`config.mk`:
```
export PLATFORM = sky130hd
export DESIGN_NAME = motor_command_sequencer_top
export DESIGN_NICKNAME = d
export VERILOG_FILES = /design/src/hdl/mcs_pkg.sv /design/src/hdl/motor_command_sequencer_top.sv
export SDC_FILE = /design/constraint.sdc
export NUM_CORES = 1
export LEC_CHECK = 0
export ABC_CLOCK_PERIOD_IN_PS = 10600
export BUFFER_PORTS_ARGS = -buffer_cell sky130_fd_sc_hd__buf_4
export CAP_MARGIN = 25
export CORE_MARGIN = 1.5
export CORE_UTILIZATION = 45
export CTS_CLUSTER_DIAMETER = 60
export DETAILED_ROUTE_END_ITERATION = 10
export GPL_ROUTABILITY_DRIVEN = 0
export GPL_TIMING_DRIVEN = 0
export SKIP_LAST_GASP = 1
export SYNTH_ARGS = -nofsm -noshare
export SYNTH_HDL_FRONTEND = slang
export SYNTH_SLANG_ARGS = --single-unit
```
`constraint.sdc`:
```
create_clock -name clk -period 10.6 [get_ports clk]
set_input_delay 1.59 -clock clk [delete_from_list [all_inputs] [get_ports clk]]
set_output_delay 1.59 -clock clk [all_outputs]
set_load 0.005 [all_outputs]
```
`src/hdl/mcs_pkg.sv`:
```
// Package with the shared types and constants of the motor command sequencer.
`timescale 1ns / 1ps

package mcs_pkg;

  localparam int US_W    = 17;
  localparam int LOOP_W  = 16;
  localparam int CODE_W  = 6;
  localparam int MASK_W  = 8;
  localparam int REP_W   = 8;
  localparam int NUM_W   = US_W + 1;
  localparam int DIV_STEPS = NUM_W;
  localparam int STEP_W  = $clog2(DIV_STEPS);
  localparam int IN_W    = 40;
  localparam int OUT_W   = 24;
  localparam logic [LOOP_W-1:0] LOOP_TIME_RESET = 16'd125;

  typedef enum logic [1:0] {
    PH_IDLEWAIT = 2'd0,
    PH_START    = 2'd1,
    PH_ACTIVE   = 2'd2,
    PH_POST     = 2'd3
  } phase_t;

  typedef enum logic [1:0] {
    DEST_START = 2'd0,
    DEST_GAP   = 2'd1,
    DEST_POST  = 2'd2
  } dest_t;

  localparam logic OP_TICK    = 1'b0;
  localparam logic OP_ENQUEUE = 1'b1;

endpackage

```
`src/hdl/motor_command_sequencer_top.sv`:
```
// Top level of the motor command sequencer: command ring, sequencer and serial divider.
`timescale 1ns / 1ps

// The block takes one request on the s_axis channel and returns one result on the
// m_axis channel. tuser selects a tick of the motor loop or the enqueueing of a
// command; a tick result says whether motor output may go out in this loop cycle.
// The cfg channel writes the loop period in microseconds and is always ready; it
// should only be written while the block is idle.
// A request that needs no delay conversion goes from acceptance through the execute
// and done states to the result. One that turns a delay into loop cycles also uses
// the shared restoring divider, one quotient bit per cycle, and the write-back state.
// The block works on one request at a time; s_axis_tready is high only between
// requests, and a new request can be accepted as soon as a result is presented.
// A finished result is held in the output register while the receiver
// stalls, and the next request may be accepted meanwhile; that request then
// waits before the output register until the previous result has been taken.
// Reset empties the ring, sets every entry to idle-wait and loads a loop period
// of 125 microseconds; no clearing pass is needed.
module motor_command_sequencer_top
  import mcs_pkg::*;
#(
  parameter int QUEUE_CAPACITY = 3,
  parameter int MOTOR_COUNT    = 8,
  parameter int START_DELAY_US = 10000,
  parameter int REPEAT_GAP_US  = 1000
) (
  input  logic              clk,
  input  logic              rst,
  input  logic              s_axis_tvalid,
  output logic              s_axis_tready,
  // all_motors_idle, command_code, motor_mask, repeat_count, post_delay_us
  input  logic [IN_W-1:0]   s_axis_tdata,
  // operation
  input  logic              s_axis_tuser,
  output logic              m_axis_tvalid,
  input  logic              m_axis_tready,
  // output_enabled, command_processing, queue_empty, enqueue_accepted,
  // current_command, current_motor_mask, zero fill
  output logic [OUT_W-1:0]  m_axis_tdata,
  input  logic              cfg_valid,
  output logic              cfg_ready,
  input  logic [LOOP_W-1:0] cfg_data
);

  localparam int SLOTS = QUEUE_CAPACITY + 1;
  localparam int PTR_W = $clog2(SLOTS);
  localparam logic [MASK_W-1:0] MOTOR_BITS = MASK_W'((1 << MOTOR_COUNT) - 1);
  localparam logic [US_W-1:0] START_US = US_W'(START_DELAY_US);
  localparam logic [US_W-1:0] GAP_US   = US_W'(REPEAT_GAP_US);

  typedef enum logic [2:0] {
    S_IDLE,
    S_EXEC,
    S_DIV,
    S_WB,
    S_DONE
  } state_t;

  state_t state;

  logic [LOOP_W-1:0] loop_time_us;
  phase_t            entry_phase     [SLOTS];
  logic [US_W-1:0]   entry_countdown [SLOTS];
  logic [REP_W-1:0]  entry_repeats   [SLOTS];
  logic [US_W-1:0]   entry_post_delay[SLOTS];
  logic [CODE_W-1:0] entry_code      [SLOTS];
  logic [MASK_W-1:0] entry_mask      [SLOTS];
  logic [PTR_W-1:0]  head_pointer;
  logic [PTR_W-1:0]  tail_pointer;

  logic              req_op;
  logic [IN_W-1:0]   req_data;
  logic              enabled;
  logic              accepted;

  dest_t             div_dest;
  logic [NUM_W-1:0]  div_num;
  logic [US_W-1:0]   div_quo;
  logic [LOOP_W-1:0] div_rem;
  logic [STEP_W-1:0] div_step;

  logic [LOOP_W-1:0] lt_eff;
  logic [LOOP_W:0]   trial;
  logic              trial_ge;
  logic [PTR_W-1:0]  head_succ;
  logic [PTR_W-1:0]  tail_succ;
  logic              is_empty;
  logic              head_is_last;
  logic [REP_W-1:0]  rep_dec;
  phase_t            head_phase;
  logic              processing;
  logic              out_free;

  function automatic logic [PTR_W-1:0] ring_next(input logic [PTR_W-1:0] p);
    ring_next = (p == PTR_W'(SLOTS - 1)) ? '0 : p + PTR_W'(1);
  endfunction

  function automatic logic [NUM_W-1:0] ceil_num(input logic [US_W-1:0] us,
                                               input logic [LOOP_W-1:0] lt);
    ceil_num = {1'b0, us} + {{(NUM_W-LOOP_W){1'b0}}, lt} - NUM_W'(1);
  endfunction

  assign lt_eff       = (loop_time_us == '0) ? LOOP_W'(1) : loop_time_us;
  assign trial        = {div_rem, div_num[NUM_W-1]};
  assign trial_ge     = trial >= {1'b0, lt_eff};
  assign head_succ    = ring_next(head_pointer);
  assign tail_succ    = ring_next(tail_pointer);
  assign is_empty     = head_pointer == tail_pointer;
  assign head_is_last = head_succ == tail_pointer;
  assign rep_dec      = entry_repeats[head_pointer] - REP_W'(1);
  assign head_phase   = entry_phase[head_pointer];
  assign processing   = !is_empty && (head_phase == PH_START || head_phase == PH_ACTIVE ||
                        (head_phase == PH_POST && !head_is_last));
  assign out_free     = !m_axis_tvalid || m_axis_tready;

  assign s_axis_tready = state == S_IDLE;
  assign cfg_ready     = 1'b1;

  always_ff @(posedge clk) begin
    if (rst) begin
      state         <= S_IDLE;
      loop_time_us  <= LOOP_TIME_RESET;
      head_pointer  <= '0;
      tail_pointer  <= '0;
      m_axis_tvalid <= 1'b0;
      for (int i = 0; i < SLOTS; i++) begin
        entry_phase[i]     <= PH_IDLEWAIT;
        entry_countdown[i] <= '0;
      end
    end else begin
      if (cfg_valid) begin
        loop_time_us <= cfg_data;
      end
      if (m_axis_tvalid && m_axis_tready) begin
        m_axis_tvalid <= 1'b0;
      end
      case (state)
        S_IDLE: begin
          if (s_axis_tvalid) begin
            req_op   <= s_axis_tuser;
            req_data <= s_axis_tdata;
            state    <= S_EXEC;
          end
        end
        S_EXEC: begin
          enabled  <= 1'b0;
          accepted <= 1'b0;
          state    <= S_DONE;
          div_rem  <= '0;
          div_step <= '0;
          if (req_op == OP_ENQUEUE) begin
            if (tail_succ != head_pointer) begin
              entry_phase[tail_pointer]      <= PH_IDLEWAIT;
              entry_countdown[tail_pointer]  <= '0;
              entry_code[tail_pointer]       <= req_data[6:1];
              entry_mask[tail_pointer]       <= req_data[14:7] & MOTOR_BITS;
              entry_repeats[tail_pointer]    <= req_data[22:15];
              entry_post_delay[tail_pointer] <= req_data[39:23];
              tail_pointer                   <= tail_succ;
              accepted                       <= 1'b1;
            end
          end else if (is_empty) begin
            enabled <= 1'b1;
          end else begin
            case (head_phase)
              PH_IDLEWAIT: begin
                enabled <= 1'b1;
                if (req_data[0]) begin
                  entry_phase[head_pointer] <= PH_START;
                  div_num  <= ceil_num(START_US, lt_eff);
                  div_dest <= DEST_START;
                  state    <= S_DIV;
                end
              end
              PH_START, PH_ACTIVE: begin
                if (entry_countdown[head_pointer] != '0) begin
                  entry_countdown[head_pointer] <= entry_countdown[head_pointer] - US_W'(1);
                end else begin
                  enabled <= 1'b1;
                  entry_phase[head_pointer]   <= PH_ACTIVE;
                  entry_repeats[head_pointer] <= rep_dec;
                  state <= S_DIV;
                  if (rep_dec != '0) begin
                    div_num  <= ceil_num(GAP_US, lt_eff);
                    div_dest <= DEST_GAP;
                  end else begin
                    entry_phase[head_pointer] <= PH_POST;
                    div_num  <= ceil_num(entry_post_delay[head_pointer], lt_eff);
                    div_dest <= DEST_POST;
                  end
                end
              end
              default: begin
                if (entry_countdown[head_pointer] != '0) begin
                  entry_countdown[head_pointer] <= entry_countdown[head_pointer] - US_W'(1);
                end else begin
                  head_pointer <= head_succ;
                  if (head_succ != tail_pointer) begin
                    entry_phase[head_succ]     <= PH_ACTIVE;
                    entry_countdown[head_succ] <= '0;
                  end else begin
                    enabled <= 1'b1;
                  end
                end
              end
            endcase
          end
        end
        S_DIV: begin
          if (trial_ge) begin
            div_rem <= LOOP_W'(trial - {1'b0, lt_eff});
          end else begin
            div_rem <= trial[LOOP_W-1:0];
          end
          div_quo  <= {div_quo[US_W-2:0], trial_ge};
          div_num  <= {div_num[NUM_W-2:0], 1'b0};
          div_step <= div_step + STEP_W'(1);
          if (div_step == STEP_W'(DIV_STEPS - 1)) begin
            state <= S_WB;
          end
        end
        S_WB: begin
          if (div_dest == DEST_POST && !head_is_last && div_quo != '0) begin
            entry_countdown[head_pointer] <= div_quo - US_W'(1);
          end else begin
            entry_countdown[head_pointer] <= div_quo;
          end
          state <= S_DONE;
        end
        S_DONE: begin
          if (out_free) begin
            m_axis_tvalid <= 1'b1;
            m_axis_tdata  <= {6'b0,
                              is_empty ? {MASK_W{1'b0}} : entry_mask[head_pointer],
                              is_empty ? {CODE_W{1'b0}} : entry_code[head_pointer],
                              accepted, is_empty, processing, enabled};
            state <= S_IDLE;
          end
        end
        default: begin
          state <= S_IDLE;
        end
      endcase
    end
  end

endmodule
```
======== Yosys cells after proc, flatten, opt, wreduce, memory -nomap -nowiden ========
Memories as Yosys holds them, arrays and structs flattened. A register that Yosys moved wholly into a read port is not among the register bits.
Cells that the tools add are included.
operators by class
  div/mod/pow operators ................... 0
  muxes and demuxes ....................... 125
  $add $sub $neg .......................... 13
  multiply operators ...................... 0
  bitwise logic cells ..................... 10
  reductions and logical operators ........ 38
  magnitude comparators ................... 1
  shift operators ......................... 0
  equal/unequal tests ..................... 25
operator list
  kind                                                 number
  2-to-1 mux 17 bit                                    6
  2-to-1 mux 18 bit                                    5
  one-hot mux 18 bit (2 select lines)                  2
  2-to-1 mux 1 bit                                     71
  OR reduction 17 bit                                  3
  2-to-1 mux 2 bit                                     25
  subtractor 17 x 1 -> 18 bit (second input constant)  2
  nonzero test 17 bit                                  2
  subtractor 17 x 1 -> 17 bit (second input constant)  2
  2-to-1 mux 16 bit                                    2
  one-hot mux 16 bit (2 select lines)                  1
  2-to-1 mux 3 bit                                     7
  adder 17 x 16 -> 18 bit                              1
  subtractor 18 x 1 -> 18 bit (second input constant)  1
  adder 10 x 16 -> 17 bit (first input constant)       1
  adder 14 x 16 -> 17 bit (first input constant)       1
  greater-or-equal comparator 17 x 16 -> 1 bit         1
  zero test 16 bit                                     1
  subtractor 16 bit                                    1
  one-hot mux 3 bit (5 select lines)                   1
  inequality test 2 bit (second input constant)        7
  AND reduction 7 bit                                  2
  AND reduction 3 bit                                  4
  == test 2 bit (second input constant)                5
  other kinds (30)                                     58
storage, ports and cells
  word-level logic and storage cells ...... 233
  memory bits (read-only) ................. 0
  latch bits .............................. 0
  memories ................................ 6
  register bits after elaboration ......... 129
  output and inout port bits .............. 27
  input port bits ......................... 62
  bits in writable memories ............... 232
memories
  memory            depth  width  read ports  clocked after memory_dff  write ports  line                               text
  entry_countdown   4      17     1           1                         4            motor_command_sequencer_top.sv:63  logic [US_W-1:0] entry_countdown [SLOTS];
  entry_post_delay  4      17     1           1                         1            motor_command_sequencer_top.sv:65  logic [US_W-1:0] entry_post_delay[SLOTS];
  entry_mask        4      8      1           1                         1            motor_command_sequencer_top.sv:67  logic [MASK_W-1:0] entry_mask [SLOTS];
  entry_repeats     4      8      1           1                         1            motor_command_sequencer_top.sv:64  logic [REP_W-1:0] entry_repeats [SLOTS];
  entry_code        4      6      1           1                         1            motor_command_sequencer_top.sv:66  logic [CODE_W-1:0] entry_code [SLOTS];
  entry_phase       4      2      1           1                         4            motor_command_sequencer_top.sv:62  phase_t entry_phase [SLOTS];

======== Logic depth before layout (Yosys ltp) ========
  depth after elaboration ................. 15
  gate-level depth with buffers ........... 18
  gate-level depth less buffers ........... 16

======== Worst setup path after synthesis ========
No wires, ideal clock.
  path type ............................... reg2reg
  from .................................... reg with a tool-made name
  to ...................................... reg div_num[16] (data pin)
  arrival ................................. 4.572 ns
  setup slack ............................. 5.767 ns
  library setup time ...................... 0.261 ns
  buffers on the path ..................... 5
  data required time ...................... 10.339 ns
  stages on the path, launching flop included .. 19
  clock period less this slack ............ 4.833 ns
  cells stage by stage .................... dfxtp_1 buf_6 buf_6 buf_4 buf_1 buf_1 mux4_2 inv_1 ha_1 inv_1 ha_1 a21o_1 a311o_1 a21oi_1 o31ai_1 a21o_1 a21oi_1 xnor2_1 a221o_1
RTL lines
  element               line                                text
  end signal, assigned  motor_command_sequencer_top.sv:170  div_num <= ceil_num(START_US, lt_eff);
  end signal, assigned  motor_command_sequencer_top.sv:184  div_num <= ceil_num(GAP_US, lt_eff);
  end signal, assigned  motor_command_sequencer_top.sv:188  div_num <= ceil_num(entry_post_delay[head_pointer], lt_eff);
  end, declared         motor_command_sequencer_top.sv:77   logic [NUM_W-1:0] div_num;

==> metrics.yaml <==
post_synth_instance_area_um2: 18400
min_period_over_period_pct: 53.1
finalSetupTns_ps: 0
post_drt_wl_per_cell_um: 19.6
layout-area-overhead-vs-synth_pct: 15.2
timing.critical_path.to_type: "register"
numCtsBuffers: 42
synth.lib_cells_used.distinct: 78
grt-ovfl-total: 0
dp_worst_setup_slack_ps: 4810
cts-hold-fix-buffers: 0
worst-path-max-fanout: 10
met1_length_um: 19300
synth-seq-area-share_pct: 60.2
grt_pass1_vias: 11600
tritoncts: "built"
layout.nets: 1682
cts-root-buf: "clkbuf_16"
placed_wire_length_estimate_um: 29100
synth-async-reset-ratio_pct: 0
max_stage_delay_ps: 710
floorplan.initialDensity_pct: 45.9
worst_slew_pin_slew_ps: 1020
ctsLongestPathBuffers: 3
hold-worst-slack_ps: 431
cp-start-kind: "register"
die-area_um2: 42100
ys.flop_type: "edfxtp_1"
synth_seq_cells: 377
clock_transition_at_the_register_clock_pins_on_the_worst_setup_and_hold_paths_after_cts_ps: 60
min_path_type: "register to register"
worst_slew_margin_rel_pct: 30.9
route.vias.total: 11800
critPathTopFamily: "buffers and inverters"
power.density_cell_area_nw_per_um2: 159
initial_antenna_violation_count: 0
ir_drop_mv: 0.122
cp.arrival_ps: 5920
ant_nets: 0
die-width_um: 205
outcome: "finished, final reports clean"
max-cap-violations: 0
leakagePower_nw: 7.70
die_height_um: 205
timing.critical_path.buf_inv: 7
grt_setup_unrepaired: "false"
insertion_delay_ps: 550
globalRouteTotalUtil_pct: 20.3
cts.sinks: 377
syn_inst: 1419
cp.required_ps: 10890
drive_above_1_share_pct: 17.4
finalClockSkew_ps: 20.0
cts_post_setup_buffers_inserted: 0
timing.final.hold_violations: 0
htree_num_levels: 2
maxClockFrequency_mhz: 178
grt_start_max_net_pins: 36
crit_path_cell_trace: "buf_6 > buf_6 > buf_4 > buf_1 > buf_1 > mux4_2 > inv_1 > ha_1 > inv_1 > ha_1 > a21o_1 > a311o_1 > a21oi_1 > o31ai_1 > a21o_1 > a21oi_1 > xnor2_1 > a221o_1"
row_cnt: 73
antenna-diode-count: 0
post_synth.cell_area_avg_um2: 12.9
synth_warnings: 0
report.final.slew_viol_count: 0
drt-initial-drc-count: 786
min_period_ps: 5630
crit_slowest_cell: "buf_1"
grt_first_pass_wirelength_um: 65400
dpl.cell_count: 2036
io-pin-count: 89
total_length_of_routed_met3_wires_um: 1840
routed_via_density: 5.56
count_of_flip_flops_with_a_built_in_enable_after_synthesis: 351
detailed_place.area_um2: 19800
drt_pass1_iterations: 5
drt_drc: 0
maxUsedRoutingLayer: "met4"
core-area_um2: 40000
final-instance-count-excl-fill: 2115
met2_wirelength_um: 19200
fin_area_um2: 21200
io_buffers: 81
setup_viol_count_final: 0
worst-setup-path-type: "register to register"
cts_resized: 0
post-route-worst-setup-slack_ps: 4970
routed_wirelength_um: 41500
[cell usage after synthesis, types with 4 or more instances]
cell / count / share of area [%]
a211oi_1: 8 / 0.33
buf_1: 7 / 0.14
nand2_1: 83 / 1.7
mux2i_1: 28 / 1.5
or2_2: 7 / 0.24
and3_1: 7 / 0.24
nor4_1: 10 / 0.34
a211o_1: 4 / 0.19
edfxtp_1: 351 / 57
nand2b_1: 7 / 0.24
inv_1: 110 / 2.2
o22ai_1: 4 / 0.14
nor2b_1: 21 / 0.72
nor2_1: 153 / 3.1
nand4_1: 10 / 0.34
o21a_1: 10 / 0.41
a21oi_1: 53 / 1.4
nand3_1: 31 / 0.84
or3_1: 18 / 0.61
mux4_2: 58 / 7.1
o21ai_0: 56 / 1.5
nor3_1: 22 / 0.60
dfxtp_1: 26 / 2.8
a31oi_1: 8 / 0.27
ha_1: 61 / 4.2
a311oi_1: 4 / 0.19
buf_4: 10 / 0.41
mux2_2: 4 / 0.25
a21o_1: 17 / 0.69
xnor2_1: 45 / 2.1
clkbuf_1: 34 / 0.69
xor2_1: 22 / 1.0
nor2_2: 9 / 0.31
o31ai_1: 11 / 0.45
and2_1: 5 / 0.17
or4_1: 6 / 0.25
buf_2: 8 / 0.22
o211ai_1: 21 / 0.86
[stage by stage]
stage	utilization [%]	power [mW]
after global routing	52.9	3.46
after detailed placement	49.5	1.95
after floorplan	-	1.87
final	52.9	3.36
after global placement	49.1	1.95
after CTS	52.8	3.38
[cell type report]
class                   instances  area [µm²]
flip-flops and latches        377       11100
repair buffers                 89         719
inverters                     111         417
fillers                      3409       18800
plain buffers                  62         303
well taps                     525         657
clock inverters                27         234
clock buffers                  50        1120
multi-input cells             874        6650
[sequential cells by signal, summed over array words and instances, names as in the netlist, 3 cells and up, named ones only]
signal            count
div_step              5
entry_phase           8
div_num              18
m_axis_tdata         18
div_rem              16
req_data             40
entry_countdown      68
state                 3
entry_code           24
entry_repeats        32
entry_mask           32
div_quo              17
entry_post_delay     68
loop_time_us         16
[layout by cell type, fill, tap and decap left out, drive strengths merged, types with 5 or more instances in the layout]
| master | n |
|---|---|
| and2 | 5 |
| edfxtp | 351 |
| inv | 114 |
| conb | 7 |
| or4 | 6 |
| or2 | 9 |
| nor2b | 21 |
| mux4 | 58 |
| nand4 | 11 |
| a211oi | 8 |
| clkinvlp | 5 |
| clkinv | 16 |
| a21o | 17 |
| and3 | 7 |
| mux2i | 28 |
| nand3 | 32 |
| or3 | 18 |
| o31ai | 12 |
| xor2 | 22 |
| nor2 | 162 |
| dfxtp | 26 |
| xnor2 | 45 |
| nor3 | 23 |
| a21oi | 53 |
| nand2b | 7 |
| o21ai | 58 |
| buf | 117 |
| a31oi | 8 |
| clkbuf | 84 |
| nor4 | 13 |
| o211ai | 21 |
| nand2 | 84 |
| o21a | 11 |
| ha | 61 |
[path summary, 6_finish.rpt]
kind | from | end | slack (ps) | cells past startpoint
setup / recovery | register | div_num[16]$_DFFE_PP_ | 4970 | 18
hold / removal | enabled$_SDFFCE_PP0P_ | m_axis_tdata[0]$_DFFE_PP_ | 430 | 0
setup reg to reg | register | div_num[16]$_DFFE_PP_ | 4970 | 18
hold reg to reg | enabled$_SDFFCE_PP0P_ | m_axis_tdata[0]$_DFFE_PP_ | 430 | 0
[power breakdown]
part	internal, mW	switching (mW)
clock	0.834	0.599
combinational	0.103	0.147
sequential	1.66	0.0174
total	2.59	0.764
[routing by layer]
| layer | track usage (%) | vias to the layer above |
|---|---|---|
| met4 | 6.33 | 0 |
| li1 | - | 5567 |
| met3 | 2.85 | 73 |
| met5 | 0 | - |
| met2 | 32.4 | 287 |
| met1 | 28.7 | 5823 |
[kinds of logic after synthesis]
group	Yosys count	share of synthesized area (%)
and+or+nand+nor	410	10.9
DFF	377	60.2
AOI/OAI and AO/OA	237	8.53
buffers and inverters	173	3.92
muxes	90	8.88
xor gates and xnor gates	67	3.19
adders and majority gates	63	4.37
other	2	0.0409
Note: power is estimated with default switching activity, not from simulation.
